## src/design/contiguous_unit_allocator_unit_assert.svh

```systemverilog
// assertion macros for the contiguous unit allocator
// used by contiguous_unit_allocator_unit.sv; expects a clock named clk and reset rst
`ifndef CONTIGUOUS_UNIT_ALLOCATOR_UNIT_ASSERT_SVH
`define CONTIGUOUS_UNIT_ALLOCATOR_UNIT_ASSERT_SVH

// same-cycle implication
`define CUA_ASSERT_IMPL(label, ante, cons) \
  label: assert property (@(posedge clk) disable iff (rst) (ante) |-> (cons)) \
    else $error("cua assertion failed");

// next-cycle implication
`define CUA_ASSERT_NEXT(label, ante, cons) \
  label: assert property (@(posedge clk) disable iff (rst) (ante) |=> (cons)) \
    else $error("cua assertion failed");

`endif

```

## src/design/cua_pkg.sv

```systemverilog
// shared types and codes for the contiguous unit allocator
// no dependencies
`default_nettype none
package cua_pkg;

  typedef enum logic [1:0] {
    OP_ALLOC = 2'd0,
    OP_TICK  = 2'd1,
    OP_FRAG  = 2'd2,
    OP_CLEAR = 2'd3
  } op_t;

  localparam logic [1:0] STRAT_BEST  = 2'd0;
  localparam logic [1:0] STRAT_FIRST = 2'd1;
  localparam logic [1:0] STRAT_NEXT  = 2'd2;

  typedef enum logic [2:0] {
    ST_IDLE,
    ST_SCAN0,
    ST_SCAN1,
    ST_WRITE,
    ST_TICK,
    ST_FRAG,
    ST_FINISH
  } state_t;

  localparam logic [1:0] REG_UNITS_IN_USE = 2'd0;

endpackage
`default_nettype wire

```

## src/design/contiguous_unit_allocator_unit.sv

```systemverilog
// Contiguous unit allocator. Units live in a ring of cells that rotates one
// place a cycle; the unit at the head cell is examined and rewritten as it
// passes, then sent to the tail. A full rotation returns every unit home.
// Input channel (in_valid/in_ready) takes one operation; output channel
// (out_valid/out_ready) returns one result per operation.
// An allocate searches the ring in ST_SCAN0 and ST_SCAN1 and, on success,
// writes the run in ST_WRITE; tick and fragment count pass the ring in
// ST_TICK or ST_FRAG; clear goes straight to ST_FINISH.
// One operation is in flight at a time; in_ready is high only when idle.
// A result waits in the output register while the receiver stalls; the
// block finishes the next operation's work and then holds it until the
// output register is taken.
// Reset clears every unit, the next-fit position and sets units_in_use to
// 256. units_in_use is written over the APB port at address 0 and should
// only change while the block is idle.
`default_nettype none
module contiguous_unit_allocator_unit
  import cua_pkg::*;
#(
  parameter int UNITS         = 256,
  parameter int LIFETIME_BITS = 8
) (
  input  wire logic        clk,
  input  wire logic        rst,
  // apb configuration
  input  wire logic        psel,
  input  wire logic        penable,
  input  wire logic        pwrite,
  input  wire logic [2:0]  paddr,
  input  wire logic [31:0] pwdata,
  output logic      [31:0] prdata,
  output logic             pready,
  // input channel
  input  wire logic        in_valid,
  output logic             in_ready,
  input  wire logic [1:0]  operation,
  input  wire logic [1:0]  strategy,
  input  wire logic [8:0]  request_size,
  input  wire logic [7:0]  duration,
  input  wire logic [8:0]  frag_limit,
  // output channel
  output logic             out_valid,
  input  wire logic        out_ready,
  output logic             status,
  output logic [7:0]       probes,
  output logic [7:0]       fragments,
  output logic [7:0]       placed_at
);

  localparam int NB = $clog2(UNITS + 1);
  localparam int W  = (NB > 9) ? NB : 9;
  localparam int PW = $clog2(UNITS);
  localparam int L  = LIFETIME_BITS;

  // configuration register
  logic [8:0] units_in_use;

  assign pready = 1'b1;

  always_ff @(posedge clk) begin
    if (rst) begin
      units_in_use <= 9'd256;
    end else if (psel && penable && pwrite && (paddr[2] == REG_UNITS_IN_USE[0])) begin
      units_in_use <= pwdata[8:0];
    end
  end

  always_comb begin
    prdata = '0;
    if (paddr[2] == REG_UNITS_IN_USE[0]) begin
      prdata[8:0] = units_in_use;
    end
  end

  // managed unit count
  logic [W-1:0] n;
  always_comb begin
    if (W'(units_in_use) > W'(UNITS)) begin
      n = W'(UNITS);
    end else begin
      n = W'(units_in_use);
    end
  end

  // latched operation
  op_t        op;
  logic [1:0] strat;
  logic [W-1:0] size;
  logic [L-1:0] dur;
  logic [W-1:0] limit;
  logic [W-1:0] origin;
  logic [PW-1:0] nf_pos;

  // control state
  state_t state, state_next;
  logic [PW-1:0] pos;
  logic pos_last;
  logic rotating;
  logic in_xfer, out_free;

  assign in_xfer  = in_valid && in_ready;
  assign out_free = !out_valid || out_ready;
  assign pos_last = (pos == PW'(UNITS - 1));
  assign rotating = (state == ST_SCAN0) || (state == ST_SCAN1) || (state == ST_WRITE) ||
                    (state == ST_TICK) || (state == ST_FRAG);

  // search state
  logic [W-1:0]   run_len, run_start;
  logic [W:0]     best_len;
  logic [W-1:0]   best_at, found_at;
  logic           found, have_best;
  logic [7:0]     probe_cnt, frag_cnt;
  logic           success;
  logic [W-1:0]   at;

  assign success = found || have_best;
  assign at      = found ? found_at : best_at;

  // ring of cells
  logic [L-1:0] q   [UNITS];
  logic [L-1:0] head_new;
  logic         clr_all;

  assign clr_all = (state == ST_FINISH) && (op == OP_CLEAR) && out_free;

  for (genvar i = 0; i < UNITS; i++) begin : g_ring
    logic [L-1:0] d;
    if (i == UNITS - 1) begin : g_tail
      assign d = head_new;
    end else begin : g_mid
      assign d = q[i+1];
    end
    cua_cell #(.LIFETIME_BITS(L)) u_cell (
      .clk  (clk),
      .rst  (rst),
      .shift(rotating),
      .clr  (clr_all),
      .d    (d),
      .q    (q[i])
    );
  end

  // head examination
  logic [L-1:0] v;
  logic [W-1:0] idx, last_idx, rl_new, rs_new, offs;
  logic busy, in_range, scan_act, last, endrun, req_ok;
  logic frag_hit;
  logic [W-1:0] frun_new;

  assign v        = q[0];
  assign idx      = W'(pos);
  assign busy     = (v != '0);
  assign in_range = (idx < n);
  assign req_ok   = (n != '0) && (size != '0) && (strat != 2'd3);
  assign last_idx = (origin == '0) ? (n - W'(1)) : (origin - W'(1));
  assign last     = (idx == n - W'(1)) || (idx == last_idx);
  assign scan_act = req_ok && !found && in_range &&
                    (((state == ST_SCAN0) && (idx >= origin)) ||
                     ((state == ST_SCAN1) && (idx < origin)));
  assign rl_new   = busy ? run_len : (run_len + W'(1));
  assign rs_new   = (!busy && (run_len == '0)) ? idx : run_start;
  assign endrun   = (busy || last) && (rl_new != '0);
  assign offs     = idx - at;
  assign frun_new = busy ? '0 : (run_len + W'(1));
  assign frag_hit = (busy && (run_len != '0) && (run_len <= limit)) ||
                    ((idx == n - W'(1)) && !busy && (frun_new <= limit));

  // new head value sent to the tail
  always_comb begin
    head_new = v;
    case (state)
      ST_WRITE: begin
        if (in_range && (idx >= at) && (offs < size)) begin
          head_new = dur;
        end
      end
      ST_TICK: begin
        if (in_range && busy) begin
          head_new = v - L'(1);
        end
      end
      default: begin
        head_new = v;
      end
    endcase
  end

  // next state
  always_comb begin
    state_next = state;
    case (state)
      ST_IDLE: begin
        if (in_xfer) begin
          case (op_t'(operation))
            OP_ALLOC: state_next = ST_SCAN0;
            OP_TICK:  state_next = ST_TICK;
            OP_FRAG:  state_next = ST_FRAG;
            default:  state_next = ST_FINISH;
          endcase
        end
      end
      ST_SCAN0: if (pos_last) state_next = ST_SCAN1;
      ST_SCAN1: if (pos_last) state_next = success ? ST_WRITE : ST_FINISH;
      ST_WRITE: if (pos_last) state_next = ST_FINISH;
      ST_TICK:  if (pos_last) state_next = ST_FINISH;
      ST_FRAG:  if (pos_last) state_next = ST_FINISH;
      ST_FINISH: if (out_free) state_next = ST_IDLE;
      default:  state_next = ST_IDLE;
    endcase
  end

  // handshake outputs
  always_comb begin
    in_ready = (state == ST_IDLE);
  end

  always_ff @(posedge clk) begin
    if (rst) begin
      state <= ST_IDLE;
    end else begin
      state <= state_next;
    end
  end

  // rotation position
  always_ff @(posedge clk) begin
    if (rst) begin
      pos <= '0;
    end else if (rotating) begin
      pos <= pos_last ? '0 : (pos + PW'(1));
    end
  end

  // operation capture
  always_ff @(posedge clk) begin
    if (in_xfer) begin
      op    <= op_t'(operation);
      strat <= strategy;
      size  <= W'(request_size);
      dur   <= L'(duration);
      limit <= W'(frag_limit);
      if ((strategy == STRAT_NEXT) && (W'(nf_pos) < n)) begin
        origin <= W'(nf_pos);
      end else begin
        origin <= '0;
      end
    end
  end

  // search and fragment scan
  always_ff @(posedge clk) begin
    if (in_xfer) begin
      run_len   <= '0;
      run_start <= '0;
      best_len  <= {1'b0, n} + (W+1)'(1);
      best_at   <= '0;
      found_at  <= '0;
      found     <= 1'b0;
      have_best <= 1'b0;
      probe_cnt <= '0;
      frag_cnt  <= '0;
    end else if (scan_act) begin
      run_start <= rs_new;
      run_len   <= endrun ? '0 : rl_new;
      if (endrun) begin
        if (strat == STRAT_BEST) begin
          if (rl_new == size) begin
            found    <= 1'b1;
            found_at <= rs_new;
          end else if ((rl_new > size) && ({1'b0, rl_new} < best_len)) begin
            best_len  <= {1'b0, rl_new};
            best_at   <= rs_new;
            have_best <= 1'b1;
          end else if (probe_cnt != 8'hFF) begin
            probe_cnt <= probe_cnt + 8'd1;
          end
        end else begin
          if (rl_new >= size) begin
            found    <= 1'b1;
            found_at <= rs_new;
          end else if (probe_cnt != 8'hFF) begin
            probe_cnt <= probe_cnt + 8'd1;
          end
        end
      end
    end else if ((state == ST_FRAG) && in_range) begin
      run_len <= frun_new;
      if (frag_hit && (frag_cnt != 8'hFF)) begin
        frag_cnt <= frag_cnt + 8'd1;
      end
    end
  end

  // next-fit position
  always_ff @(posedge clk) begin
    if (rst) begin
      nf_pos <= '0;
    end else if ((state == ST_WRITE) && pos_last && (strat == STRAT_NEXT)) begin
      nf_pos <= PW'(at);
    end
  end

  // result register
  always_ff @(posedge clk) begin
    if (rst) begin
      out_valid <= 1'b0;
    end else if ((state == ST_FINISH) && out_free) begin
      out_valid <= 1'b1;
    end else if (out_ready) begin
      out_valid <= 1'b0;
    end
  end

  always_ff @(posedge clk) begin
    if ((state == ST_FINISH) && out_free) begin
      case (op)
        OP_ALLOC: begin
          status    <= !success;
          probes    <= success ? probe_cnt : 8'd0;
          fragments <= '0;
          placed_at <= success ? at[7:0] : 8'd0;
        end
        OP_FRAG: begin
          status    <= 1'b0;
          probes    <= '0;
          fragments <= frag_cnt;
          placed_at <= '0;
        end
        default: begin
          status    <= 1'b0;
          probes    <= '0;
          fragments <= '0;
          placed_at <= '0;
        end
      endcase
    end
  end

  `include "contiguous_unit_allocator_unit_assert.svh"

  `CUA_ASSERT_NEXT(a_busy_after_xfer, in_xfer, state != ST_IDLE)
  `CUA_ASSERT_IMPL(a_ring_aligned, state == ST_IDLE, pos == '0)
  `CUA_ASSERT_IMPL(a_write_has_fit, state == ST_WRITE, success)
  `CUA_ASSERT_IMPL(a_fail_clean, out_valid && status, (probes == '0) && (placed_at == '0))

endmodule
`default_nettype wire

```

## src/design/cua_cell.sv

```systemverilog
// one unit of the lifetime ring: holds a lifetime, shifts toward the head
// depends on nothing
`default_nettype none
module cua_cell #(
  parameter int LIFETIME_BITS = 8
) (
  input  wire logic                     clk,
  input  wire logic                     rst,
  input  wire logic                     shift,
  input  wire logic                     clr,
  input  wire logic [LIFETIME_BITS-1:0] d,
  output logic      [LIFETIME_BITS-1:0] q
);

  logic [LIFETIME_BITS-1:0] lifetime;

  // clear wins over shift
  always_ff @(posedge clk) begin
    if (rst || clr) begin
      lifetime <= '0;
    end else if (shift) begin
      lifetime <= d;
    end
  end

  assign q = lifetime;

endmodule
`default_nettype wire

```

## config.mk

```make
export PLATFORM = sky130hd
export DESIGN_NAME = contiguous_unit_allocator_unit
export DESIGN_NICKNAME = d
export VERILOG_FILES = /design/src/design/cua_pkg.sv /design/src/design/contiguous_unit_allocator_unit.sv /design/src/design/cua_cell.sv
export VERILOG_INCLUDE_DIRS = /design/src /design/src/design
export SDC_FILE = /design/constraint.sdc
export NUM_CORES = 2
export LEC_CHECK = 0
export CAP_MARGIN = 10
export CORE_MARGIN = 2
export CORE_UTILIZATION = 45
export DETAILED_ROUTE_END_ITERATION = 10
export DONT_BUFFER_PORTS = 1
export PLACE_DENSITY = 0.61
export SETUP_SLACK_MARGIN = 0.1
export SYNTH_ARGS = -nofsm -noshare
export SYNTH_HDL_FRONTEND = slang
export SYNTH_SLANG_ARGS = --single-unit
```

## constraint.sdc

```tcl
create_clock -name clk -period 8 [get_ports clk]
set_input_delay 1.6 -clock clk [delete_from_list [all_inputs] [get_ports clk]]
set_output_delay 1.6 -clock clk [all_outputs]
set_load 0.01 [all_outputs]
```

# Word level (Yosys, flattened, before mapping)
# Cells that the tools add are included.
[totals] reg_bits=2205 inputBits=72 out_inout_bits=60 word_cells=445
[op_classes] n_addsub=9 order_cmp=12 n_eq_ne=29 mux=41 n_bitwise=3 reduce_logical=70
[op_table] op="$mux 9" count=13
[op_table] op="$mux 8" count=8
[op_table] op="$mux 10" count=6
[op_table] op="$reduce_bool 9->1" count=4
[op_table] op="$logic_and 1x1->1" count=29
[op_table] op="$lt 8x9->1" count=3
[op_table] op="$add 8x1->8 const B" count=3
[op_table] op="$reduce_and 5->1" count=4
[op_table] op="$eq 8x9->1" count=2
[op_table] op="$ge 8x9->1" count=2
[op_table] op="$le 9x9->1" count=2
[op_table] op="$logic_not 9->1" count=2
[op_table] op="$mux 3" count=6
[op_table] op="$sub 9x1->9 const B" count=2
[op_table] op="$ne 2x2->1 const B" count=8
[op_table] op="$ne 8x8->1 const B" count=2
[op_table] op="$pmux 8 s2" count=1
[op_table] op="$pmux 3 s5" count=1
[op_table] op="$reduce_bool 2->1" count=7
[op_table] op="$logic_or 1x1->1" count=11
[op_table] op="$add 9x1->10 const B" count=1
[op_table] op="$eq 2x2->1 const B" count=5
[op_table] op="$lt 9x10->1" count=1
[op_table] op="$add 9x1->9 const B" count=1
[op_table] op="other kinds (24)" count=40

# Depth between registers and ports, before layout
[logic_depth] word_depth=11 mapped_depth=20 mapped_depth_nobuf=18

# Hierarchy
# A second synthesis with hierarchy kept.
[hier_totals] cells_unflattened=8030 hier_area_um2=85688.4
[by_module_without_submodules] module="cua_cell" instances=256 cells_per_inst=27 area_per_inst_um2=295.3 seq_area_each_um2=160.2
[by_module_without_submodules] module="contiguous_unit_allocator_unit" instances=1 cells_per_inst=1118 area_per_inst_um2=10095.9 seq_area_each_um2=3853.7

# Worst setup path before layout
# OpenSTA, ideal clock, no wires.
[synth_path] path_kind="reg-to-reg" startpoint="register found" endpoint="register g_ring[255].u_cell.lifetime[1]" setup_ps=132 t_arrival_ps=4118 required_time_ps=7868 setup_slack_ps=3749 stages_incl_launch_ff=19 n_path_buf=1 period_less_slack_ps=4251 cell_sequence="dfxtp_1 > buf_1 > mux2i_1 > ha_1 > nor2b_1 > o21ai_0 > a21boi_0 > o21a_1 > o21ai_0 > nand2_1 > a21oi_1 > xnor2_1 > ha_1 > o21ai_0 > a21oi_1 > a311oi_2 > mux2_2 > nand3_1 > a21oi_1"
[synth_via] elab_chain_cells=6 word_cells_on_any_way=8 cone_classes="1 x add/sub; 2 x order compare; 3 x mux; 2 x reduce/logical"
[synth_lines] element="from (decl)" line="contiguous_unit_allocator_unit.sv:111" source="logic found, have_best;"
[synth_lines] element="from (signal assigned)" line="contiguous_unit_allocator_unit.sv:258" source="found <= 1'b0;"
[synth_lines] element="from (signal assigned)" line="contiguous_unit_allocator_unit.sv:268" source="found <= 1'b1;"
[synth_lines] element="from (signal assigned)" line="contiguous_unit_allocator_unit.sv:279" source="found <= 1'b1;"
[synth_lines] element="$mux 9 *" line="contiguous_unit_allocator_unit.sv:117" source="assign at = found ? found_at : best_at;"
[synth_lines] element="$sub 8x9->9 or $ge 8x9->1 (tied branches)" line="contiguous_unit_allocator_unit.sv:163, contiguous_unit_allocator_unit.sv:173"
[synth_lines] element="$lt 9x9->1 or $logic_and 1x1->1 (tied branches)" line="contiguous_unit_allocator_unit.sv:173" source="if (in_range && (idx >= at) && (offs < size)) begin"
[synth_lines] element="$logic_and 1x1->1 *" line="contiguous_unit_allocator_unit.sv:173"
[synth_lines] element="$mux 8 *" line="contiguous_unit_allocator_unit.sv:173"
[synth_lines] element="$pmux 8 s2 *" line="contiguous_unit_allocator_unit.sv:171" source="case (state)"
[synth_lines] element="to (signal assigned)" line="cua_cell.sv:20" source="lifetime <= '0;"
[synth_lines] element="to (signal assigned)" line="cua_cell.sv:22" source="lifetime <= d;"
[synth_lines] element="to (decl)" line="cua_cell.sv:15" source="logic [LIFETIME_BITS-1:0] lifetime;"
# Every way passes the cells marked *; elsewhere a longest branch is shown, timed or not.
# A chain may end at the register's enable or synchronous reset.

# Worst setup path after layout
[layout_path] startpoint="register g_ring[0].u_cell.lifetime[0]" endpoint="register best_len[2] (enable)"
[layout_via] elab_chain_cells=6 word_cells_on_any_way=13 cone_classes="2 x order compare; 2 x eq/ne; 1 x mux; 8 x reduce/logical"
[layout_lines] element="from (decl)" line="cua_cell.sv:15"
[layout_lines] element="from (signal assigned)" line="cua_cell.sv:20"
[layout_lines] element="from (signal assigned)" line="cua_cell.sv:22"
[layout_lines] element="$reduce_bool 8->1 *" line="contiguous_unit_allocator_unit.sv:152" source="assign busy = (v != '0);"
[layout_lines] element="$mux 9" line="contiguous_unit_allocator_unit.sv:160" source="assign rl_new = busy ? run_len : (run_len + W'(1));"
[layout_lines] element="$lt 9x10->1 (tied with other cells)" line="contiguous_unit_allocator_unit.sv:270" source="end else if ((rl_new > size) && ({1'b0, rl_new} < best_len)) begin"
[layout_lines] element="$logic_and 1x1->1 (on tied branches)" line="contiguous_unit_allocator_unit.sv:270, contiguous_unit_allocator_unit.sv:162"
[layout_lines] element="$reduce_bool 2->1 (no source line)"
[layout_lines] element="$reduce_and 5->1 (no source line) *"
[layout_lines] element="to (signal assigned)" line="contiguous_unit_allocator_unit.sv:255" source="best_len <= {1'b0, n} + (W+1)'(1);"
[layout_lines] element="to (signal assigned)" line="contiguous_unit_allocator_unit.sv:271" source="best_len <= {1'b0, rl_new};"
[layout_lines] element="to (decl)" line="contiguous_unit_allocator_unit.sv:109" source="logic [W:0] best_len;"
# Marked as above.

==> flow_summary.toml <==
[status]
outcome = "completed"

[cts]
numCtsBuffers = 217
path_clk_slew_ns = 0.06
clk_latency_ns = 0.84
cts.path.max_buffers = 3
cts_tree = "yes"
cts.sinks = 2204
root_buffer = "clkbuf_16"
postCtsHoldBufs = 0
cts_resized = 0
cts_max_level = 4
cts_setup_buffers = 0

[routing]
ant_nets = 0
remaining_drc_errors = 0
wl_um = 144100
wl_per_cell_um = 11.94
drtPass1Iterations = 5
drt_iter0_drc = 4655
num_vias = 60430
vias_per_cell = 5.008

[setup_path]
startpoint = "g_ring[0].u_cell.q[0]"
ff2ff_setup_slack_ns = 2.45
crit_end = "best_len[2]"
r2r_cells = 16
required_ns = 8.47
cp_max_fo = 18
crit_type = "reg2reg"
end_kind = "flip-flop"
cpMaxStageDelayCell = "nor3b_1"
worstPathArrival_ns = 6.02
cpPeakStageDelay_ns = 0.75
start_kind = "flip-flop"
reg2reg_to = "best_len[2]"
r2r-start = "g_ring[0].u_cell.q[0]"
path_cells = "inv_1 -> ha_1 -> nor3b_1 -> nand2_1 -> buf_4 -> inv_2 -> nand4_1 -> xnor2_1 -> ha_1 -> and3_1 -> and4_1 -> nand3b_1 -> a311o_1 -> a21oi_1 -> or3b_4 -> nand2_1"

[timing]
hold_viol_final = 0
fin_setup_tns_ns = 0
finalCritPeriodShare_pct = 69.40
finalSetupViolCount = 0
finalClockSkew_ns = 0.03012
tightest_slew_ns = 1.154
min_period_ns = 5.552
rsz0062_at_grt = "no"
drv_slew = 0
fmax_mhz = 180.1
max_slew_margin_pct = 23.08
setup_ws_ns = 2.448

[global_routing]
grt_overflow_total = 0
use_met3_pct = 2.602
grtUsageMet1_pct = 20.04
grt_first_pass_wirelength_um = 247000
antenna_found_initial = 3
grt_pass1_vias = 54410
grt_max_degree = 251
grt.busiest_layer = "met2"
track_usage_pct = 15.48
use_met2_pct = 26.43

[synth]
ys_types = 81
netlist.top_cell.by_area = "dfxtp_1"
netlist_top_cells_area = "dfxtp_1 54%, nand2_1 20%, a21oi_1 13%, clkbuf_1 3.3%, edfxtp_1 2.8%"
ys_seq_area_share_pct = 56.48
yosysWarnings = 0
synth_edf_count = 73
avgSynthCellArea_um2 = 7.944
ys.flop_type = "dfxtp_1"
synth_seq_cells = 2204
syn-instance-count = 9998
synth_area_um2 = 79420
yosysTopAreaCellShare_pct = 53.72
async_reset_ff_share_pct = 0

[place]
hpwlAfterDp_um = 76950
place_ws_ns = 2.412
place_congestion = 0.8171
numPortBuffers = 0

[floorplanning]
die_w_um = 424.1
core_area_um2 = 175700
die_h_um = 424.1
dieArea_um2 = 179900
pin_count = 132
initial_utilization_pct = 45.19
rows = 154

[job]
cap_violations = 0

[power]
irDropWorstVdd_mv = 0.6320
cellLeakagePower_nw = 28.42
p_per_area_nw_per_um2 = 328.0

[final_layout]
drive_gt1_share_pct = 4.534
seqCellArea_um2 = 44850
fill_cells = 16710
syn_to_final_growth_pct = 10.36
multi_input_area_um2 = 31490
nNetsFinal = 9701

[worst_hold_path]
hold_path_class = "reg2reg"
-- placed cells by master (no fill, tap or decap), drive strengths merged, types with 28 or more instances in the layout --
cell type	netlist	layout
nand2	4176	4176
dfxtp	2131	2131
a21oi	2108	2108
clkbuf	700	343
nor2	104	104
ha	85	85
inv	64	75
edfxtp	73	73
buf	60	63
mux2i	52	52
o21ai	45	45
clkinv	0	38
nor2b	30	30
and2	28	28
-- cell families (layout without fill, tap and decap cells) --
logic type	after synthesis	count (layout)	synth area share [%]
and+or+nand+nor	4506	4506	22.07
DFF	2204	2204	56.48
muxes	62	62	0.7972
AOI/OAI and AO/OA	2267	2267	14.73
adders and majority gates	86	86	1.364
xor gates and xnor gates	47	47	0.5183
other	2	26	0.009456
buffers and inverters	824	530	4.036
-- power breakdown --
part,internal (W),switching (W)
registers,0.0112,0.000120
logic,0.000770,0.00655
clock network,0.00588,0.00422
total,0.0179,0.0109
-- critical path, delay by kind of cell (launching register included) --
kind                       cells  cell delay (ns)
adders and majority gates      2             0.52
xor gates and xnor gates       1             0.49
buffers and inverters          3             0.65
DFF                            1             0.34
AOI/OAI and AO/OA              2             0.42
and+or+nand+nor                8             2.76
-- per-layer routing --
| metal | up-vias | part of all wire, % |
|---|---|---|
| li1 | 31400 | - |
| met1 | 28170 | 48 |
| met2 | 646 | 46 |
| met3 | 216 | 3.3 |
| met4 | 0 | 2.0 |
| met5 | - | 0 |
-- cells in the mapped netlist (6+ instances only) --
library cell  instances
a31oi_1               6
o21a_1               11
a21o_1               13
nand3_1              27
a22o_1                6
mux2i_1              52
and3_1               16
nor2_1              103
or3_1                14
and2_1               28
a22oi_1               6
clkbuf_1            700
xor2_1               25
nor4_1               11
nand2b_1             17
buf_1                28
nor2b_1              30
o21ai_0              43
edfxtp_1             73
mux2_2               10
a211oi_1             12
o211ai_1              7
a21oi_1            2108
buf_4                24
nor3_1               20
and4_1                7
xnor2_1              22
inv_1                63
buf_2                 6
nand4_1              23
dfxtp_1            2131
nand2_1            4175
ha_1                 85
or2_2                 6
-- per-stage QoR --
step	util, %	hold WS, ns	instance area [µm²]	std cells	total power (W)
6_report	49.88	0.4304	87650	12070	0.02874
3_5_place_dp	45.73	0.4410	80360	11660	0.01897
3_3_place_gp	45.73	0.4347	80360	11660	0.01893
2_1_floorplan	-	0.4287	79510	10020	0.01741
4_1_cts	49.87	0.4392	87640	12070	0.02920
5_1_grt	49.87	0.4531	87640	12070	0.03037
-- area by class of cell --
type / instances / area share, %
antenna: 1 / 0.002855
clock buffer: 343 / 7.506
clock inverter: 60 / 0.8080
multi-input combinational: 6993 / 35.92
inverter: 64 / 0.2741
tap: 2340 / 3.341
timing repair buffer: 63 / 0.9679
sequential: 2204 / 51.18
-- how the worst min path moves through the flow --
| stage | from | to | slack, ns | cells after the start |
|---|---|---|---|---|
| after floorplan | g_ring[255].u_cell.q[6] | g_ring[254].u_cell.q[6] | 0.43 | 2 |
| after global placement | g_ring[139].u_cell.q[7] | g_ring[138].u_cell.q[7] | 0.43 | 2 |
| after detailed placement | g_ring[120].u_cell.q[6] | g_ring[119].u_cell.q[6] | 0.44 | 2 |
| after CTS | g_ring[20].u_cell.q[6] | g_ring[19].u_cell.q[6] | 0.44 | 2 |
| after global routing | g_ring[163].u_cell.q[3] | g_ring[162].u_cell.q[3] | 0.45 | 2 |
| final | g_ring[149].u_cell.q[7] | g_ring[148].u_cell.q[7] | 0.43 | 2 |
-- state kept, by name, indices dropped and copies added, names as in the netlist, 3 cells and up --
name,flops
units_in_use,9
placed_at,8
size,9
pos,8
run_len,9
nf_pos,8
dur,8
found_at,9
state,3
origin,8
g_ring.u_cell.q,2048
probes,8
best_at,9
probe_cnt,8
frag_cnt,8
run_start,9
best_len,10
fragments,8
limit,9
No activity file was read; power rests on OpenSTA's default activity.
